`config.mk`:
```
export PLATFORM = sky130hd
export DESIGN_NAME = rrc_bounds
export DESIGN_NICKNAME = d
export VERILOG_FILES = /design/src/rtl/rrc_pkg.sv /design/src/rtl/rrc_bounds.sv
export SDC_FILE = /design/constraint.sdc
export NUM_CORES = 1
export LEC_CHECK = 0
export BUFFER_PORTS_ARGS = -buffer_cell sky130_fd_sc_hd__buf_2
export CORE_MARGIN = 1
export CORE_UTILIZATION = 50
export DETAILED_ROUTE_END_ITERATION = 12
export GPL_ROUTABILITY_DRIVEN = 0
export PLACE_DENSITY = 0.7
export SLEW_MARGIN = 5
export SYNTH_ARGS = -nofsm -noshare
export SYNTH_HDL_FRONTEND = slang
export SYNTH_SLANG_ARGS = --single-unit
```
`constraint.sdc`:
```
create_clock -name clk -period 4.1 [get_ports clk]
set_input_delay 0.41 -clock clk [delete_from_list [all_inputs] [get_ports clk]]
set_output_delay 0.41 -clock clk [all_outputs]
set_load 0.01 [all_outputs]
```
`src/rtl/rrc_pkg.sv`:
```
// ----------------------------------------------------------------------------
// Rectangle raster canvas package
// Sizes, request and status codes, and shared types of the canvas block.
// ----------------------------------------------------------------------------
package rrc_pkg;

  localparam int MAX_SIDE  = 256;
  localparam int ADDR_W    = $clog2(MAX_SIDE * MAX_SIDE);
  localparam int SIDE_W    = $clog2(MAX_SIDE) + 1;
  localparam int COORD_W   = 32;
  localparam int EXT_W     = COORD_W + 2;
  localparam int FRAC_BITS = 8;
  localparam int CELL_W    = EXT_W - FRAC_BITS;
  localparam int ONE_FIX   = 1 << FRAC_BITS;
  localparam int CFG_W     = SIDE_W;
  localparam int CFG_IDX_W = 2;

  localparam logic [1:0] REQ_CLEAR = 2'd0;
  localparam logic [1:0] REQ_DRAW  = 2'd1;
  localparam logic [1:0] REQ_READ  = 2'd2;

  localparam logic [1:0] STATUS_OK        = 2'd0;
  localparam logic [1:0] STATUS_BAD_RECT  = 2'd1;
  localparam logic [1:0] STATUS_OUT_RANGE = 2'd2;

  localparam logic [7:0] KIND_OUTLINE = 8'h72;
  localparam logic [7:0] KIND_FILLED  = 8'h52;

  localparam logic [CFG_IDX_W-1:0] CFG_CANVAS_WIDTH  = 2'd0;
  localparam logic [CFG_IDX_W-1:0] CFG_CANVAS_HEIGHT = 2'd1;
  localparam logic [CFG_IDX_W-1:0] CFG_BACKGROUND    = 2'd2;

  localparam logic [7:0] BACKGROUND_RESET = 8'h20;

  typedef enum logic [2:0] {
    ST_IDLE,
    ST_SETUP_SUM,
    ST_SETUP_CELL,
    ST_SCAN,
    ST_RD_ADDR,
    ST_RD_DATA,
    ST_DONE
  } state_t;

  typedef struct packed {
    logic load;
    logic sum;
    logic quant;
  } bnd_ctrl_t;

endpackage

```
`src/rtl/rrc_bounds.sv`:
```
// ----------------------------------------------------------------------------
// Rectangle bounds unit
// Turns the fixed-point rectangle into integer pixel bounds and tests pixels.
// ----------------------------------------------------------------------------
module rrc_bounds (
  input  logic                        clk,
  input  rrc_pkg::bnd_ctrl_t          ctrl,
  input  logic [7:0]                  rect_kind,
  input  logic [rrc_pkg::COORD_W-1:0] rect_x,
  input  logic [rrc_pkg::COORD_W-1:0] rect_y,
  input  logic [rrc_pkg::COORD_W-1:0] rect_width,
  input  logic [rrc_pkg::COORD_W-1:0] rect_height,
  input  logic [rrc_pkg::SIDE_W-1:0]  col,
  input  logic [rrc_pkg::SIDE_W-1:0]  row,
  output logic                        paint
);
  import rrc_pkg::*;

  logic signed [EXT_W-1:0]  x0_r, y0_r, rw_r, rh_r;
  logic signed [EXT_W-1:0]  xlo_sum_r, ylo_sum_r, x1_r, y1_r;
  logic signed [CELL_W-1:0] xlo_r, xhi_r, ylo_r, yhi_r;
  logic                     filled_r;
  logic signed [CELL_W-1:0] col_s, row_s;
  logic                     in_x, in_y, edge_x, edge_y;

  always_ff @(posedge clk) begin
    if (ctrl.load) begin
      x0_r     <= EXT_W'($signed(rect_x));
      y0_r     <= EXT_W'($signed(rect_y));
      rw_r     <= EXT_W'($signed(rect_width));
      rh_r     <= EXT_W'($signed(rect_height));
      filled_r <= (rect_kind == KIND_FILLED);
    end
    // A pixel at p*ONE_FIX is right of x0 when p >= ceil(x0 / ONE_FIX).
    if (ctrl.sum) begin
      xlo_sum_r <= x0_r + EXT_W'(ONE_FIX - 1);
      ylo_sum_r <= y0_r + EXT_W'(ONE_FIX - 1);
      x1_r      <= x0_r + rw_r;
      y1_r      <= y0_r + rh_r;
    end
    if (ctrl.quant) begin
      xlo_r <= CELL_W'(xlo_sum_r >>> FRAC_BITS);
      ylo_r <= CELL_W'(ylo_sum_r >>> FRAC_BITS);
      xhi_r <= CELL_W'(x1_r >>> FRAC_BITS);
      yhi_r <= CELL_W'(y1_r >>> FRAC_BITS);
    end
  end

  assign col_s = $signed({{(CELL_W-SIDE_W){1'b0}}, col});
  assign row_s = $signed({{(CELL_W-SIDE_W){1'b0}}, row});

  // With integer bounds, the border is exactly the first and last column or row.
  always_comb begin
    in_x   = (col_s >= xlo_r) && (col_s <= xhi_r);
    in_y   = (row_s >= ylo_r) && (row_s <= yhi_r);
    edge_x = (col_s == xlo_r) || (col_s == xhi_r);
    edge_y = (row_s == ylo_r) || (row_s == yhi_r);
    paint  = in_x && in_y && (filled_r || edge_x || edge_y);
  end

endmodule

```
==> key figures, run 1 <==
Floorplan
  – Die area: 0.02955 sq mm
  – Io pins: 159
  – # rows: 61
  – Initial Util: 51.38%
  – Height of the die: 171.9 um
  – Width of the die: 171.9 um
  – Core area: about 0.028 sq mm

Detailed routing
  – WL per Instance: ~16 um
  – DRT Pass-1 Iters: 6
  – Vias/cell: between 5 and 6
  – Routed vias: 8153
  – Detailed-route DRC error count: 0
  – Routed Antenna Nets: 0
  – Routed WL: approximately 26 mm
  – Initial drt markers: 512

STA
  – Fin. Hold Viols: 0
  – RSZ-0062 raised after global routing: no
  – Worst Clk Skew: 0.006717 ns
  – Worst slew pin tran: around 1.1 ns
  – Final min period: ~3.3 ns
  – Rel. slew slack: approximately 28%
  – Fmax: between 300 and 400 MHz
  – Setup tns final: 0 ns
  – Slew Viols, Final: 0
  – Fin crit share: 79.66%
  – Final setup fails: 0

Job
  – Number of max-cap violations: 0

Global routing
  – Largest net degree at the start of global routing: 86
  – GRT Resource Usage Total: between 15 and 20%
  – First-pass GRT wire length: about 40 mm
  – Antenna violations before repair: 3
  – Grt ovf: 0
  – Number of global-route vias before repair: 7828

Synthesis
  – Post-synth cell types: 60
  – Yosys warns: 0
  – Post-Syn Nets: 1206
  – Synth Instances: 950
  – Async SR Flop Fraction: 0%
  – Synth Register Bits: 329
  – Post-synth top flop: edfxtp_1
  – Syn avg cell area: 15.19 sq um
  – Synthesized area: 0.01443 sq mm
  – Number of synthesized flops with an enable pin: 329
  – Sequential cell area fraction in the yosys report: roughly two thirds

Worst setup path
  – WS Path Type: flip-flop to output pin
  – Worst EP arrival: roughly 2.9 ns
  – Worst Setup End Kind: output pin
  – WP data required: approximately 3.7 ns
  – Startpoint Class: flip-flop
  – Reg2Reg Depth: 9
  – RR Startpoint: x0_r[13]
  – R2R Setup Slk: 1.13 ns
  – Crit-path max FO: 2
  – R2r endpoint: x1_r[25]

Clock tree
  – H-tree levels: 2
  – Clk Latency, worst-skew pair: 0.50 ns
  – TritonCTS Buffers: 36
  – Root Buffer: clkbuf_16
  – CTS sink count: 329
  – Post-CTS Setup Inserts: 0
  – # hold bufs at CTS: 0
  – Clock Path Buffers: 3
  – Clk slew on worst S/H paths: 0.06 ns
  – Count of cells resized by post-cts repair: 0
  – CTS tree: done

Cells and area
  – Commonest non-fill, non-tap cell in the layout: edfxtp_1
  – Final Net Count: about 1.4k
  – Area grow syn2layout: 16.82%
  – Commonest non-fill, non-tap cells in the layout: 329 x edfxtp_1, 155 x buf_2, 98 x ha_1
  – Utilization after layout: 60.02%
  – Share of layout cells above drive strength 1: approximately a fifth

Power
  – Leak pwr: 6.645 nW
  – Total power: 0.008374 W
  – PwrDens: 496.7 mW/mm^2
  – Worst vdd ir: 0.3163 mV

Placed design
  – Buffers on Ports: 158
  – DP HPWL: 18.34 mm

Outcome
  – Status: completed

Hold path
  – Hold Path Class: primary input to flip-flop
  – Cells on Worst Hold Path: 1
  – Hold path startpoint: rect_height[11]
  – Hold Path Sink: rh_r[11]
-- metal layers --
layer	part of all wire [%]	vias to the layer above	track usage [%]
li1	-	4046	-
met3	5.1	45	3.593
met4	2.3	2	5.194
met2	47	177	28.65
met1	46	3883	23.75
met5	0.055	-	0
-- power breakdown --
group / switching, W / total (W) / leakage, nW / internal (W)
clock: 0.00122 / 0.00311 / 0.556 / 0.00189
combinational: 0.000537 / 0.000969 / 2.87 / 0.000432
sequential: 0.000146 / 0.00429 / 3.22 / 0.00415
-- per-stage QoR --
step | hold WS (ns) | cells | area, sq um | setup WS [ns]
4_1_cts | 0.05538 | 1547 | 16860 | 0.8305
3_3_place_gp | 0.4013 | 1486 | 15720 | 1.279
6_report | 0.08392 | 1548 | 16860 | 0.8339
2_1_floorplan | 0.4003 | 950 | 14430 | 1.473
3_5_place_dp | 0.4045 | 1486 | 15720 | 1.182
5_1_grt | 0.05765 | 1547 | 16860 | 0.6563
-- how the worst max path moves through the flow --
| stage | slack (ns) | depth (start not counted) | end | start |
|---|---|---|---|---|
| after floorplan | 1.47 | 9 | y1_r[29] | y0_r[13] |
| after global placement | 1.28 | 9 | x1_r[26] | x0_r[13] |
| after detailed placement | 1.18 | 9 | y1_r[29] | y0_r[5] |
| after CTS | 0.83 | 7 | paint | yhi_r[23] |
| after global routing | 0.66 | 8 | paint | xlo_r[23] |
| final | 0.83 | 7 | paint | yhi_r[23] |
-- cell families (layout without fill, tap and decap cells) --
logic type                 Yosys count  in the layout  synth area share [%]
adders and majority gates           98             98                 8.497
AOI/OAI and AO/OA                  171            171                 8.323
xor gates and xnor gates            86             86                 5.219
and+or+nand+nor                    202            202                 7.716
buffers and inverters               64            283                 1.786
other                                0              1                     0
DFF                                329            329                 68.46
-- Yosys cell counts (3+ instances only) --
cell	number	area (sq um)
and4_1	4	35.03
nor2_1	34	127.6
a211o_1	3	26.28
ha_1	98	1226
a31o_2	5	43.79
inv_1	59	221.5
xor2_1	32	280.3
edfxtp_1	329	9879
or4_1	3	22.52
nor3_1	12	60.06
o21bai_1	8	60.06
a31oi_1	5	31.28
o311a_1	3	30.03
nand2_1	49	183.9
nand4_1	16	100.1
a21o_1	37	277.8
nor4_1	15	93.84
and3_1	7	43.79
o21a_1	10	75.07
nand4b_1	3	26.28
a21oi_1	57	285.3
nand2b_1	3	18.77
o21ai_1	3	15.01
o221ai_1	4	35.03
nand3_1	24	120.1
xnor2_1	54	473.0
o21ai_0	14	70.07
nor2b_1	8	50.05
nand3b_1	3	22.52
a211oi_1	5	37.54
and2_1	5	31.28
-- state kept, by name, summed over array words and instances (netlist names) --
name / flops
y0_r: 32
xhi_r: 25
rh_r: 32
x0_r: 32
xlo_r: 25
y1_r: 25
rw_r: 32
yhi_r: 25
x1_r: 25
xlo_sum_r: 25
ylo_sum_r: 25
ylo_r: 25
filled_r: 1
-- area by class of cell --
| type | instances | area, sq um |
|---|---|---|
| Antenna cell | 1 | 2.502 |
| Clock buffer | 42 | 944.7 |
| Clock inverter | 19 | 196.4 |
| Fill cell | 2206 | 11230 |
| Inverter | 60 | 227.7 |
| Multi-Input combinational cell | 557 | 4294 |
| Sequential cell | 329 | 9879 |
| Tap cell | 378 | 473.0 |
| Timing Repair Buffer | 162 | 840.8 |
-- worst max-delay path, cell delays in order (launching register included) --
cell and delay (ns):
edfxtp_1 0.35, nor4_1 0.43, nand4_1 0.21, or4_1 0.61, a31oi_1 0.26, o21a_1 0.16, o221a_2 0.20, buf_2 0.13
No activity file was read; power rests on OpenSTA's default activity.
==> run 2, diff against run 1 <==
--- a/config.mk
+++ b/config.mk
@@ -5,12 +5,13 @@
 export SDC_FILE = /design/constraint.sdc
 export NUM_CORES = 1
 export LEC_CHECK = 0
+export ABC_AREA = 1
 export BUFFER_PORTS_ARGS = -buffer_cell sky130_fd_sc_hd__buf_2
 export CORE_MARGIN = 1
 export CORE_UTILIZATION = 50
 export DETAILED_ROUTE_END_ITERATION = 12
 export GPL_ROUTABILITY_DRIVEN = 0
-export PLACE_DENSITY = 0.7
+export PLACE_DENSITY = 0.69
 export SLEW_MARGIN = 5
 export SYNTH_ARGS = -nofsm -noshare
 export SYNTH_HDL_FRONTEND = slang
==> constraint.sdc (replaced) <==
create_clock -name clk -period 3.1 [get_ports clk]
set_input_delay 0.31 -clock clk [delete_from_list [all_inputs] [get_ports clk]]
set_output_delay 0.31 -clock clk [all_outputs]
set_load 0.01 [all_outputs]
==> run 2 against run 1 <==
  * First-iteration DRC count is 120% higher
  * Sequential share of layout area shrank 10 points
  * Die area is 15% higher
  * Synthesized cell count rose by 76%
  * Combinational power increased by 100%
  * Worst hold slack got worse by 0.048 ns
  * Non-clock buffer count grew 132
  * Clock skew increased by 0.0084 ns
  * Largest power group unchanged
  * Cell count is 59% higher
  * Global-route usage increased by 6.8 points
  * Utilization grew 2.6 points
==> key figures, run 2 <==
Outcome
  – Status: completed

Worst setup path
  – Worst Setup End Kind: output pin
  – WS Path Type: flip-flop to output pin
  – Worst EP arrival: 2.15 ns (-0.71 ns)
  – Startpoint Class: flip-flop
  – Crit-path max FO: 2 (unchanged)
  – WP data required: 2.79 ns (-0.90 ns)

Global routing
  – Largest net degree at the start of global routing: 55 (-36%)
  – Antenna violations before repair: 1 (-2)
  – First-pass GRT wire length: 63.05 mm (+59%)
  – GRT Resource Usage Total: 24.37% (+6.8 points)
  – Grt ovf: 0 (unchanged)
  – Number of global-route vias before repair: 12.25k (+57%)

Floorplan
  – # rows: 66 (+8.2%)
  – Die area: 0.03412 sq mm (+15%)
  – Io pins: 159 (unchanged)
  – Initial Util: 51.05% (-0.33 points)
  – Height of the die: 184.7 um (+7.5%)
  – Width of the die: 184.7 um (+7.5%)
  – Core area: 0.03270 sq mm (+16%)

Synthesis
  – Sequential cell area fraction in the yosys report: 59.18% (-9.3 points)
  – Number of synthesized flops with an enable pin: 329 (unchanged)
  – Syn avg cell area: 9.990 sq um (-34%)
  – Post-synth top flop: edfxtp_1
  – Yosys warns: 0 (unchanged)
  – Synthesized area: 0.01669 sq mm (+16%)
  – Async SR Flop Fraction: 0% (unchanged)
  – Most common cell in the netlist: nand2_1
  – Synth Instances: 1671 (+76%)
  – Synth Register Bits: 329 (unchanged)
  – Post-synth cell types: 34 (-43%)
  – Yosys top cell area share: 59.18% (-9.3 points)
  – Post-synth top area cell: edfxtp_1
  – Commonest cells post-synth: 433 x nand2_1, 329 x edfxtp_1, 228 x inv_1, 204 x nor2_1, 98 x ha_1
  – Post-Syn Nets: 1927 (+60%)
  – Top cells by area, synth: edfxtp_1 59%, nand2_1 9.7%, ha_1 7.3%

Power
  – Switching pwr: 0.003182 W (+67%)
  – Worst vdd ir: 0.4743 mV (+50%)
  – Part of the power in registers: 49.4% (-1.9 points)
  – Total power: 0.01155 W (+38%)
  – Clock share of power: 33.7% (-3.5 points)
  – Combinational share of power: 16.9% (+5.3 points)
  – PwrDens: 564.0 mW/mm^2 (+14%)
  – Power Internal: 0.008371 W (+29%)
  – Switching Fraction: 27.54% (+4.8 points)
  – Leak pwr: 8.847 nW (+33%)

STA
  – Worst Clk Skew: 0.01512 ns (+0.008403 ns)
  – Setup tns final: 0 ns (unchanged)
  – Fin crit share: 79.45%
  – Worst slew pin tran: 0.7448 ns (-0.3402 ns)
  – Final min period: 2.463 ns
  – RSZ-0062 raised after global routing: no
  – Rel. slew slack: 50.35% (+23 points)
  – Fin. Hold Viols: 0 (unchanged)
  – Fmax: a little over 400 MHz
  – Final setup fails: 0 (unchanged)
  – Slew Viols, Final: 0 (unchanged)

Clock tree
  – Clk slew on worst S/H paths: 0.06 ns (about the same)
  – # hold bufs at CTS: 127 (+127)
  – Clock Path Buffers: 3 (unchanged)
  – CTS sink count: 329 (unchanged)
  – Post-CTS Setup Inserts: 0 (unchanged)
  – CTS tree: done
  – Clk Latency, worst-skew pair: 0.53 ns (+0.03 ns)
  – H-tree levels: 2 (unchanged)
  – Root Buffer: clkbuf_16
  – TritonCTS Buffers: 34 (-5.6%)
  – Count of cells resized by post-cts repair: 0 (unchanged)

Detailed routing
  – Routed vias: 12.73k (+56%)
  – Detailed-route DRC error count: 0 (unchanged)
  – Routed Antenna Nets: 0 (unchanged)
  – Vias/cell: 5.156 (-2.1%)
  – WL per Instance: 16.21 um (-1.7%)
  – Routed WL: 40.03 mm (+57%)
  – DRT Pass-1 Iters: 6 (unchanged)
  – Initial drt markers: 1113 (+120%)

Cells and area
  – Utilization after layout: 62.65% (+2.6 points)
  – Final Net Count: 2257 (+61%)
  – Commonest non-fill, non-tap cells in the layout: 433 x nand2_1, 329 x edfxtp_1, 228 x inv_1
  – Ant diodes: 0 (-1)
  – Share of layout cells above drive strength 1: 12.48% (-8.0 points)
  – Design Area, Final: 0.02049 sq mm (+22%)
  – Area grow syn2layout: 22.72%
  – Finished Layout Cells: 2469 (+59%)
  – Commonest non-fill, non-tap cell in the layout: nand2_1

Placed design
  – DP HPWL: 29.78 mm (+62%)
  – Buffers on Ports: 158 (unchanged)
  – # placed instances: 2280 (+53%)
  – Area after DPL: 0.01814 sq mm (+15%)

Hold path
  – Hold Path Class: primary input to flip-flop

Job
  – Number of max-cap violations: 0 (unchanged)
run 2: cells by family (layout without fill, tap and decap cells):
group | after synthesis | after routing | synth area share, %
XOR/XNOR | 56 | 56 | 2.938
flip-flops | 329 | 329 | 59.18
adder cells (fa/ha/maj) | 98 | 98 | 7.345
AO/OA/AOI/OAI | 151 | 151 | 4.714
buffers and inverters | 233 | 589 | 5.239
AND/OR/NAND/NOR | 804 | 804 | 20.58
run 2: layout make-up:
class                      count  area, sq um
clock buffer                  40        894.6
timing repair buffer         294         2162
inverter                     233        874.6
clock inverter                22        183.9
sequential                   329         9879
multi-input combinational   1109         5939
fill                        2641        12210
tap                          442        553.0
run 2: per-stage QoR:
step                      hold slack (ns)  worst slack, ns
after global routing              0.01346           0.4357
after detailed placement           0.4045           0.8664
after floorplan                    0.4003            1.243
final                             0.03604           0.6370
after CTS                         0.01556           0.5778
after global placement             0.4008           0.9181
run 2: worst paths after layout:
kind                 start   endpoint  slack, ns  cells past startpoint
max               ylo_r[5]      paint       0.64                     11
min             rect_x[25]   x0_r[25]       0.04                      1
max reg2reg       y0_r[16]   y1_r[25]       0.81                      9
min reg2reg  ylo_sum_r[29]  ylo_r[21]       0.41                      0
run 2: worst max-delay path, cell delays in order, from the launching register on:
cell	delay, ns
edfxtp_1	0.32
inv_1	0.04
ha_1	0.28
nand2_1	0.08
nor2_1	0.18
nand3b_1	0.13
nor2_1	0.18
inv_1	0.05
nand3_1	0.08
nand3_1	0.08
nor2_1	0.08
buf_2	0.14
run 2: layer usage:
| metal | up-vias | GRT usage (%) | share of wire [%] |
|---|---|---|---|
| met2 | 579 | 36.69 | 42 |
| met5 | - | 0 | 0 |
| met4 | 0 | 8.298 | 3.0 |
| li1 | 6280 | - | - |
| met3 | 96 | 3.952 | 8.9 |
| met1 | 5775 | 35.82 | 46 |
run 2: power by group through the flow:
stage          combinational, W  sequential (W)  clock [W]
2_1_floorplan           0.00116         0.00567          0
3_3_place_gp            0.00175         0.00578          0
3_5_place_dp            0.00177         0.00580          0
4_1_cts                 0.00190         0.00571    0.00395
5_1_grt                 0.00218         0.00575    0.00414
6_report                0.00195         0.00571    0.00389
